===== config.mk =====
export PLATFORM = sky130hd
export DESIGN_NAME = bb3s_ctrl
export DESIGN_NICKNAME = d
export VERILOG_FILES = /design/src/design/bb3s_pkg.sv /design/src/design/bb3s_ctrl.sv
export SDC_FILE = /design/constraint.sdc
export NUM_CORES = 1
export LEC_CHECK = 0
export ABC_AREA = 1
export CAP_MARGIN = 0
export CORE_AREA = 8 8 45 47
export CTS_BUF_LIST = sky130_fd_sc_hd__clkbuf_4 sky130_fd_sc_hd__clkbuf_8
export DETAILED_ROUTE_END_ITERATION = 10
export DIE_AREA = 0 0 53 55
export DONT_BUFFER_PORTS = 1
export GPL_TIMING_DRIVEN = 0
export PLACE_DENSITY_LB_ADDON = 0.12
export SLEW_MARGIN = 10
export SYNTH_ARGS = -nofsm -noshare
export SYNTH_HDL_FRONTEND = slang
export SYNTH_SLANG_ARGS = --single-unit
export TNS_END_PERCENT = 100

===== constraint.sdc =====
create_clock -name clk -period 0.8 [get_ports clk]
set_input_delay 0.16 -clock clk [delete_from_list [all_inputs] [get_ports clk]]
set_output_delay 0.16 -clock clk [all_outputs]
set_load 0.03 [all_outputs]

===== src/design/bb3s_pkg.sv =====
// shared types and constants of the 3x3 box blur
package bb3s_pkg;

  localparam int PIX_BITS      = 8;
  localparam int FW_BITS       = 11;
  localparam int FH_BITS       = 13;
  localparam int CFG_DATA_BITS = 13;
  localparam int CFG_ADDR_BITS = 1;
  localparam int SUM_BITS      = 12;
  localparam int RECIP_BITS    = 17;
  localparam int RECIP_SHIFT   = 16;
  localparam int PROD_BITS     = SUM_BITS + RECIP_BITS;
  localparam int RESET_WIDTH   = 640;
  localparam int RESET_HEIGHT  = 480;

  localparam logic [CFG_ADDR_BITS-1:0] REG_FRAME_WIDTH  = 1'd0;
  localparam logic [CFG_ADDR_BITS-1:0] REG_FRAME_HEIGHT = 1'd1;

  localparam logic CMD_PIXEL = 1'b0;
  localparam logic CMD_FLUSH = 1'b1;

  typedef logic [PIX_BITS-1:0] pixel_t;

  typedef struct packed {
    logic accept;
    logic shift;
    logic sum;
    logic load;
  } dp_cmd_t;

  typedef struct packed {
    logic emit;
    logic out_free;
  } dp_stat_t;

  // 2^16 / count, rounded up: exact floor for sums up to 9 * 255
  function automatic logic [RECIP_BITS-1:0] recip_of(input logic [1:0] rows,
                                                     input logic [1:0] cols);
    logic [3:0] cnt;
    logic [RECIP_BITS-1:0] r;
    cnt = 4'(rows) * 4'(cols);
    case (cnt)
      4'd1:    r = 17'd65536;
      4'd2:    r = 17'd32768;
      4'd3:    r = 17'd21846;
      4'd4:    r = 17'd16384;
      4'd6:    r = 17'd10923;
      4'd9:    r = 17'd7282;
      default: r = 17'd65536;
    endcase
    return r;
  endfunction

endpackage


===== src/design/bb3s_ctrl.sv =====
// sequencer that steps one item through read, shift, sum and divide
module bb3s_ctrl (
  input  logic                clk,
  input  logic                rst_n,
  input  logic                in_tvalid,
  output logic                in_tready,
  input  bb3s_pkg::dp_stat_t  stat,
  output bb3s_pkg::dp_cmd_t   cmd
);

  localparam logic [1:0] S_IDLE  = 2'd0;
  localparam logic [1:0] S_SHIFT = 2'd1;
  localparam logic [1:0] S_SUM   = 2'd2;
  localparam logic [1:0] S_MUL   = 2'd3;

  logic [1:0] state_r;
  logic [1:0] state_nxt;

  assign in_tready = (state_r == S_IDLE);

  always_comb begin
    state_nxt = state_r;
    cmd       = '0;
    case (state_r)
      S_IDLE: begin
        if (in_tvalid) begin
          cmd.accept = 1'b1;
          state_nxt  = S_SHIFT;
        end
      end
      S_SHIFT: begin
        cmd.shift = 1'b1;
        state_nxt = stat.emit ? S_SUM : S_IDLE;
      end
      S_SUM: begin
        cmd.sum   = 1'b1;
        state_nxt = S_MUL;
      end
      S_MUL: begin
        // hold the quotient until the output register frees up
        if (stat.out_free) begin
          cmd.load  = 1'b1;
          state_nxt = S_IDLE;
        end
      end
      default: state_nxt = S_IDLE;
    endcase
  end

  always_ff @(posedge clk) begin
    if (!rst_n) begin
      state_r <= S_IDLE;
    end else begin
      state_r <= state_nxt;
    end
  end

endmodule


* Word level (Yosys, flattened, before mapping)
Index checks and enable logic that the tools add are counted.
** Storage, ports and cells
- Output and inout port bits :: 5
- Bits in registers :: 2
- Input bits :: 5
** Cells by class
- Muxes and demuxes :: 10
- Equal/unequal tests :: 5
- Reduce and logical (&&, ||, !) cells :: 2
** Operators with widths (number)
- one-hot mux 2 bit (4 select lines) :: 1
- 2-to-1 mux 1 bit :: 6
- 2-to-1 mux 2 bit :: 3
- equality test 2 bit (second input constant) :: 2
- inequality test 2 bit (second input constant) :: 2
- equality test 2 x 1 -> 1 bit (second input constant) :: 1
- logical NOT 2 bit :: 1
- AND reduction 2 bit :: 1

* Longest topological paths before layout
Gate-level depths: netlist of run 1.
- Word-level depth :: 3
- Mapped depth :: 4
- Mapped depth without buffers :: 4

* Worst setup path before layout of run 1
Ideal clock, no wire load.
- Path type :: reg2out
- Start :: reg state_r[0]
- End :: out cmd[3] in the netlist's numbering
- Data required time :: 0.640 ns
- Path slack :: -0.228 ns
- Arrival :: 0.868 ns
- Cell stages (with the launch flop) :: 4
- Path through :: dfxtp_1 inv_1 nand2_2 nor2_1
** RTL lines
- start, declared :: line bb3s_ctrl.sv:16 : logic [1:0] state_r;
- start signal, assigned :: line bb3s_ctrl.sv:54 : state_r <= state_nxt;
- end, declared :: line bb3s_ctrl.sv:8 : output bb3s_pkg::dp_cmd_t cmd

==> results.sh, run 1 <==
export IMPL_status="finished, violations left"
export IMPL_violations="negative setup slack"
export IMPL_coreArea_sq_um=1384
export IMPL_cts_tree="built"
export IMPL_setup_viol=6
export IMPL_skew_ns=0.0004918
export IMPL_finalCritPeriodShare=1.337
export IMPL_clockBufferDepth=2
export IMPL_p_leak_nw=0.1104
export IMPL_viasPerCell=3.341
export IMPL_syn_avg_cell_area_sq_um=6.137
export IMPL_synth_area_leaders="dfxtp_1 31%, inv_1 17%, nor2_2 9.7%"
export IMPL_p_per_area_nw_per_um2=1773
export IMPL_netlist_area_leader_share=0.3107
export IMPL_required_ns=0.64
export IMPL_crit_family="flip-flops"
export IMPL_finalHoldViolations=0
export IMPL_post_dp_cell_area_sq_um=171.4
export IMPL_met3WireLength_um=73
export IMPL_cp_slowest_cell="dfxtp_4"
export IMPL_antenna_found_initial=0
export IMPL_relSlewSlack=0.8310
export IMPL_crit_chain="inv_4, nand2_4, nor2_4"
export IMPL_placed_cells=37
export IMPL_vias=147
export IMPL_p_clk_frac=0.492
export IMPL_wirelength_um=413
export IMPL_cts_root_buffer="clkbuf_4"
export IMPL_wl_met2_um=204
export IMPL_fill_cells=161
export IMPL_max_freq_ghz=0.9346
export IMPL_num_antenna_cells=0
export IMPL_synth_area_sq_um=128.9
export IMPL_clk_pin_slew_ns=0.03
export IMPL_wl_per_cell_um=9.386
export IMPL_drc=0
export IMPL_slew_violations=0
export IMPL_holdWs_ns=0.04270
export IMPL_critPathMaxStageDelay_ns=0.35
export IMPL_synth_cell_types=11
export IMPL_yosys_warnings=0
export IMPL_register_area_sq_um=47.55
export IMPL_start_util=0.09313
export IMPL_p_seq_frac=0.253
export IMPL_htreeDepth=1
export IMPL_nNetsFinal=35
export IMPL_multi_input_area_sq_um=100.1
export IMPL_io_buffer_count=0
export IMPL_first_pass_iters=1
export IMPL_routed_top_layer="met3"
export IMPL_path_buf_inv=1
export IMPL_grt_setup_unrepaired="true"
export IMPL_grt_pass1_wl_um=703
export IMPL_arrival_ns=0.91
export IMPL_rows=14
export IMPL_worst_slew_pin_slew_ns=0.2530
export IMPL_endpoint_kind="output pin"
export IMPL_globalplace_congestion=0.6846
export IMPL_area_growth_pct=98.06
export IMPL_cts_buffers_inserted=3
export IMPL_grt_pass1_vias=177
export IMPL_synth_seq_cells=2
export IMPL_pin_count=10
export IMPL_grtUsageTotal=0.03930
export IMPL_fin_crit_ns=1.070
export IMPL_clock_latency_ns=0.22
export IMPL_cts_sinks=2
export IMPL_detail_route_antenna_nets=0
export IMPL_overflow=0
export IMPL_fin_ws_ns=-0.2699
export IMPL_pre_cts_slack_ns=-0.1083
export IMPL_worstSetupPathType="reg2out"
export IMPL_synthCells=21
export IMPL_yosysSeqAreaShare=0.3107
export IMPL_drive_gt1_frac=0.7500
export IMPL_cp_max_fo=4
export IMPL_die_x_um=53
export IMPL_worst_setup_path_start_kind="flip-flop"
export IMPL_cts_hold_buffers=0
export IMPL_wl_met1_um=136
export IMPL_hp_class="in2reg"
export IMPL_synth_fp_nets=26
export IMPL_fin_area_sq_um=255.2
export IMPL_layoutNonFillerInstCount=44
export IMPL_combPwrFrac=0.256
export IMPL_p_sw_mw=0.1411
export IMPL_peakVddDrop_mv=0.3794
export IMPL_fp_dieH_um=55
export IMPL_p_int_mw=0.3113
export IMPL_tns_ns=-1.245
export IMPL_grt_max_degree=6
export IMPL_die_area_sq_um=2915
export IMPL_yosysTopAreaCell="dfxtp_1"
export IMPL_drt_iter0_drc=0
export IMPL_max_cap_viol_count=0
export IMPL_switching_share=0.3120
[metrics by stage]
step | total power [mW] | util
4_1_cts | 0.4712 | 0.1844
5_1_grt | 0.4770 | 0.1844
3_3_place_gp | 0.1997 | 0.1239
3_5_place_dp | 0.1991 | 0.1239
2_1_floorplan | 0.1905 | -
6_report | 0.4524 | 0.1844
[power groups by stage]
stage                     logic [mW]  clock network, mW  registers [mW]
after detailed placement      0.0817                  0           0.117
after floorplan               0.0745                  0           0.116
after global placement        0.0818                  0           0.118
after CTS                      0.118              0.238           0.115
final                          0.116              0.222           0.114
after global routing           0.124              0.238           0.115
[final cells by class]
type                       count  area share
clock buffer                   3     0.08824
inverter                       7      0.1225
multi-input combinational     12      0.3922
sequential                     2      0.1863
tap                           16     0.07843
timing repair buffer           4      0.1324
[worst reg2reg max path, delay by kind of cell (launching register included)]
| family | cells | cell delay, ns |
|---|---|---|
| buffers and inverters | 2 | 0.21 |
| flip-flops | 1 | 0.35 |
| AND/OR/NAND/NOR | 3 | 0.16 |
[layout by cell type (no fill, tap or decap)]
master and instances:
buf_6 1, inv_1 4, nor2_4 4, nor2_2 1, nand2_2 2, nand3_1 1
inv_4 2, nand3_2 1, buf_4 3, o21ai_0 1, nand2_4 1, clkbuf_4 3
a21oi_1 1, inv_2 1, dfxtp_4 2
[cells in the mapped netlist]
cell and number:
dfxtp_1 2, inv_2 1, nor2_2 2, nand3_1 1, inv_1 6, nand3_2 1, nand2_2 1, a21oi_1 1
nor2_1 3, o21ai_0 1, nand2_1 2
[worst paths after layout]
kind | endpoint | from | cells after the start | slack [ns]
hold / removal | state_r[0] | rst_n | 2 | 0.04
setup / recovery | cmd[3] | state_r[0] | 3 | -0.27
setup reg to reg | flip-flop | state_r[0] | 5 | -0.04
hold reg to reg | state_r[0] | state_r[0] | 2 | 0.52
[per-layer routing]
metal	track usage	vias to the layer above
met4	0.07759	0
met2	0.04102	6
met5	0	-
met3	0.03743	0
met1	0.02879	65
li1	-	76
[cell families after synthesis]
kind of cell,share of synthesized area
buf+inv,0.2038
simple gates,0.4078
compound gates,0.07760
flops,0.3107
[what timing repair did]
| item | in CTS | in global routing |
|---|---|---|
| setup buffers | 4 | 1 |
| hold endpoints to repair | 0 | 0 |
| resized for setup | 10 | 0 |
| pin swaps | 5 | 3 |
| endpoints found under the setup margin | 6 | 6 |
(Power assumes the default switching activity.)
==> run 2: changes to the inputs <==
--- a/config.mk
+++ b/config.mk
@@ -9,6 +9,7 @@
 export CAP_MARGIN = 0
 export CORE_AREA = 8 8 45 47
 export CTS_BUF_LIST = sky130_fd_sc_hd__clkbuf_4 sky130_fd_sc_hd__clkbuf_8
+export CTS_CLUSTER_DIAMETER = 40
 export DETAILED_ROUTE_END_ITERATION = 10
 export DIE_AREA = 0 0 53 55
 export DONT_BUFFER_PORTS = 1
==> constraint.sdc (replaced) <==
create_clock -name clk -period 1 [get_ports clk]
set_input_delay 0.2 -clock clk [delete_from_list [all_inputs] [get_ports clk]]
set_output_delay 0.2 -clock clk [all_outputs]
set_load 0.03 [all_outputs]
==> results.sh, run 2 (synthesized netlist as in run 1, its figures left out) <==
export IMPL_drt_iter0_drc=1
export IMPL_first_pass_iters=2
export IMPL_clockBufferDepth=2
export IMPL_vias=149
export IMPL_hp_class="in2reg"
export IMPL_finalCritPeriodShare=1.116
export IMPL_finalHoldViolations=0
export IMPL_cts_sinks=2
export IMPL_num_antenna_cells=0
export IMPL_cp_slowest_cell="dfxtp_4"
export IMPL_fin_crit_ns=1.116
export IMPL_clock_latency_ns=0.22
export IMPL_grt_max_degree=5
export IMPL_endpoint_kind="output pin"
export IMPL_rows=14
export IMPL_grt_setup_unrepaired="true"
export IMPL_detail_route_antenna_nets=0
export IMPL_worst_slew_pin_slew_ns=0.2551
export IMPL_power_mw=0.3647
export IMPL_crit_chain="buf_12, nor2_4"
export IMPL_cp_max_fo=3
export IMPL_grtUsageTotal=0.03764
export IMPL_antenna_found_initial=0
export IMPL_slew_violations=0
export IMPL_p_leak_nw=0.1147
export IMPL_pre_cts_slack_ns=-0.1042
export IMPL_p_per_area_nw_per_um2=1394
export IMPL_critPathMaxStageDelay_ns=0.36
export IMPL_cts_root_buffer="clkbuf_4"
export IMPL_cts_hold_buffers=0
export IMPL_viasPerCell=3.386
export IMPL_die_x_um=53
export IMPL_setup_viol=5
export IMPL_dp_hpwl_um=306.5
export IMPL_max_cap_viol_count=0
export IMPL_violations="negative setup slack"
export IMPL_fin_ws_ns=-0.1165
export IMPL_grt_pass1_wl_um=717
export IMPL_max_freq_ghz=0.8957
export IMPL_drc=0
export IMPL_globalplace_congestion=0.5420
export IMPL_start_util=0.09313
export IMPL_worst_setup_path_start_kind="flip-flop"
export IMPL_cts_tree="built"
export IMPL_worstSetupPathType="reg2out"
export IMPL_mostFrequentLayoutCells="4 x nor2_4, 4 x inv_1, 3 x clkbuf_4, 3 x buf_4"
export IMPL_coreArea_sq_um=1384
export IMPL_arrival_ns=0.92
export IMPL_nNetsFinal=35
export IMPL_peakVddDrop_mv=0.3963
export IMPL_overflow=0
export IMPL_io_buffer_count=0
export IMPL_skew_ns=0.004352
export IMPL_wirelength_um=472
export IMPL_status="finished, violations left"
export IMPL_fp_dieH_um=55
export IMPL_pin_count=10
export IMPL_grt_pass1_vias=156
export IMPL_wl_per_cell_um=10.73
export IMPL_die_area_sq_um=2915
export IMPL_cts_buffers_inserted=3
export IMPL_htreeDepth=1
export IMPL_required_ns=0.80
export IMPL_area_growth_pct=102.9
export IMPL_relSlewSlack=0.8295
export IMPL_clk_pin_slew_ns=0.03
export IMPL_drive_gt1_frac=0.7143
## run 2: changes by cell type in the layout (fill, tap and decap cells not counted)
| cell | previous run | this run |
|---|---|---|
| nand2_2 | 2 | 1 |
| o21ai_0 | 1 | 0 |
| o21ai_1 | 0 | 1 |
| buf_12 | 0 | 1 |
| buf_6 | 1 | 0 |
| nand2_1 | 0 | 1 |
## run 2: worst paths after layout
| path | start | end | slack [ns] | depth (start not counted) |
|---|---|---|---|---|
| worst max register to register | flip-flop | flip-flop | 0.04 | 6 |
| worst max-delay path | flip-flop | cmd[2] | -0.12 | 2 |
| worst min-delay path | rst_n | state_r[0] | 0.08 | 2 |
| worst min register to register | state_r[0] | state_r[0] | 0.54 | 2 |
## run 2: report_power, final
group / leakage [nW] / internal (mW) / switching, mW
sequential: 0.0178 / 0.0835 / 0.0104
clock: 0.0138 / 0.132 / 0.0441
combinational: 0.0831 / 0.0355 / 0.0590
## run 2: critical path: cells and delay by family, from the launching register on
| kind | cells | cell delay [ns] |
|---|---|---|
| buf+inv | 1 | 0.13 |
| flops | 1 | 0.36 |
| simple gates | 1 | 0.21 |
## run 2: stage by stage
step / instance area, sq um / utilization / std cells / setup TNS, ns / hold slack [ns]
floorplan: 131.4 / - / 21 / -0.04738 / 0.3092
global placement: 151.4 / 0.1094 / 37 / -0.2146 / 0.3186
detailed placement: 151.4 / 0.1094 / 37 / -0.2562 / 0.3171
CTS: 254.0 / 0.1835 / 43 / -0.5113 / 0.07189
global route: 261.5 / 0.1890 / 44 / -0.6541 / 0.08894
finish: 261.5 / 0.1890 / 44 / -0.4538 / 0.07885
## run 2: layer usage
layer,vias to the layer above,track usage,share of wire
met2,13,0.03125,0.29
met5,-,0,0
met4,0,0,0
met1,61,0.04387,0.43
li1,75,-,-
met3,0,0.06417,0.28
## run 2: repair_timing
item / in CTS / in global routing
pin swaps: 4 / 5
setup endpoints to repair: 6 / 6
buffers inserted: 3 / 1
resized for setup: 16 / 1
## run 2: cell type report
type,instances,area [sq um]
fillers,157,1122
multi-input cells,12,97.59
flip-flops and latches,2,47.55
well taps,16,20.02
clock buffers,3,22.52
inverters,7,31.28
repair buffers,4,42.54
==> run 3: changes to the inputs <==
==> constraint.sdc (replaced) <==
create_clock -name clk -period 1 [get_ports clk]
set_input_delay 0.05 -clock clk [delete_from_list [all_inputs] [get_ports clk]]
set_output_delay 0.05 -clock clk [all_outputs]
set_load 0.03 [all_outputs]
==> results.sh, run 3 (synthesized netlist as in run 1, its figures left out) <==
export IMPL_status="completed"
export IMPL_antenna_found_initial=0
export IMPL_htreeDepth=1
export IMPL_r2r_cells=3
export IMPL_arrival_ns=0.94
export IMPL_num_antenna_cells=0
export IMPL_grt_busiest_layer="met4"
export IMPL_pin_count=10
export IMPL_viasPerCell=3.381
export IMPL_die_area_sq_um=2915
export IMPL_gr_usage_met2=0.03320
export IMPL_worst_slew_pin_slew_ns=0.3479
export IMPL_vias=142
export IMPL_rows=14
export IMPL_required_ns=0.95
export IMPL_dp_hpwl_um=322
export IMPL_clock_latency_ns=0.22
export IMPL_fin_ws_ns=0.01221
export IMPL_grt_max_degree=6
export IMPL_start_util=0.09313
export IMPL_peakVddDrop_mv=0.2477
export IMPL_hp_class="in2reg"
export IMPL_mostFrequentLayoutCells="4 x inv_1, 3 x nor2_2, 3 x clkbuf_4"
export IMPL_drc=0
export IMPL_layout_commonest_cell="inv_1"
export IMPL_drive_gt1_frac=0.6538
export IMPL_max_freq_ghz=1.012
export IMPL_cp_max_fo=5
export IMPL_finalHoldViolations=0
export IMPL_detail_route_antenna_nets=0
export IMPL_grt_pass1_wl_um=717
export IMPL_p_leak_nw=0.1002
export IMPL_p_per_area_nw_per_um2=1549
export IMPL_wl_per_cell_um=10.88
export IMPL_hold_end="state_r[0]"
export IMPL_clockBufferDepth=2
export IMPL_worstSetupPathType="reg2out"
export IMPL_die_x_um=53
export IMPL_grt_util_met1=0.03636
export IMPL_endpoint_kind="output pin"
export IMPL_grt_pass1_vias=173
export IMPL_area_growth_pct=75.73
export IMPL_fp_dieH_um=55
export IMPL_max_cap_viol_count=0
export IMPL_cts_sinks=2
export IMPL_slew_violations=0
export IMPL_setup_viol=0
export IMPL_drt_iter0_drc=1
export IMPL_globalplace_congestion=0.5857
export IMPL_first_pass_iters=2
export IMPL_grtUsageTotal=0.03930
export IMPL_overflow=0
export IMPL_relSlewSlack=0.7678
export IMPL_cts_tree="built"
export IMPL_grt_setup_unrepaired="true"
export IMPL_finalCritPeriodShare=0.9878
export IMPL_pre_cts_slack_ns=-0.02518
export IMPL_wirelength_um=457
export IMPL_cts_buffers_inserted=3
export IMPL_nNetsFinal=33
export IMPL_holdWs_ns=0.04271
export IMPL_io_buffer_count=0
export IMPL_holdPathStages=2
export IMPL_power_mw=0.3508
export IMPL_use_met3=0.05080
export IMPL_coreArea_sq_um=1384
export IMPL_worst_setup_path_start_kind="flip-flop"
export IMPL_skew_ns=0.002866
export IMPL_fin_crit_ns=0.9878
export IMPL_clk_pin_slew_ns=0.03
export IMPL_hp_start="in_tvalid"
export IMPL_tns_ns=0
export IMPL_r2r_slack_ns=0.14
export IMPL_cts_root_buffer="clkbuf_4"
==> run 3: changes by cell type in the layout (fill, tap and decap cells not counted), sizes merged <==
cell,previous run,this run
buf,4,1
dlygate4sd3,0,1
==> run 3: worst max-delay path, cell delays in order, from the launching register on <==
cell and delay, ns:
dfxtp_4 0.38, inv_4 0.05, nor2_2 0.28
==> run 3: how the worst max path moves through the flow <==
stage	cells past startpoint	to	slack (ns)
2_1_floorplan	3	flip-flop	0.06
3_5_place_dp	3	flip-flop	-0.03
6_report	2	cmd[1]	0.01
3_3_place_gp	3	flip-flop	-0.008
5_1_grt	3	cmd[3]	-0.03
4_1_cts	3	cmd[3]	-0.03
==> run 3: stage by stage <==
step                      area (sq um)  instances    util
after floorplan                  128.9         21       -
after global placement           148.9         37  0.1076
after detailed placement         148.9         37  0.1076
after CTS                        203.9         41  0.1474
after global routing             226.5         42  0.1637
final                            226.5         42  0.1637
==> run 3: power breakdown <==
part	internal, mW	switching (mW)
logic	0.0235	0.0551
clock network	0.132	0.0463
registers	0.0835	0.00996
total	0.239	0.111
==> run 3: cell type report <==
cell class | count | area, sq um
Inverter | 7 | 31.28
Tap cell | 16 | 20.02
Fill cell | 169 | 1157
Sequential cell | 2 | 47.55
Clock buffer | 3 | 22.52
Multi-Input combinational cell | 12 | 87.58
Timing Repair Buffer | 2 | 17.52
==> run 3: layer usage <==
layer | share of wire | vias to the layer above
met5 | 0 | -
met3 | 0.18 | 0
li1 | - | 71
met1 | 0.43 | 61
met2 | 0.38 | 10
met4 | 0 | 0
==> run 3: timing repair <==
item / 4_1_cts / 5_1_grt
hold buffers: 1 / 0
endpoints found under the hold margin: 2 / 0
setup buffers: 0 / 1
pin swaps: 1 / 3
endpoints found under the setup margin: 6 / 5
gates resized for setup: 9 / 6
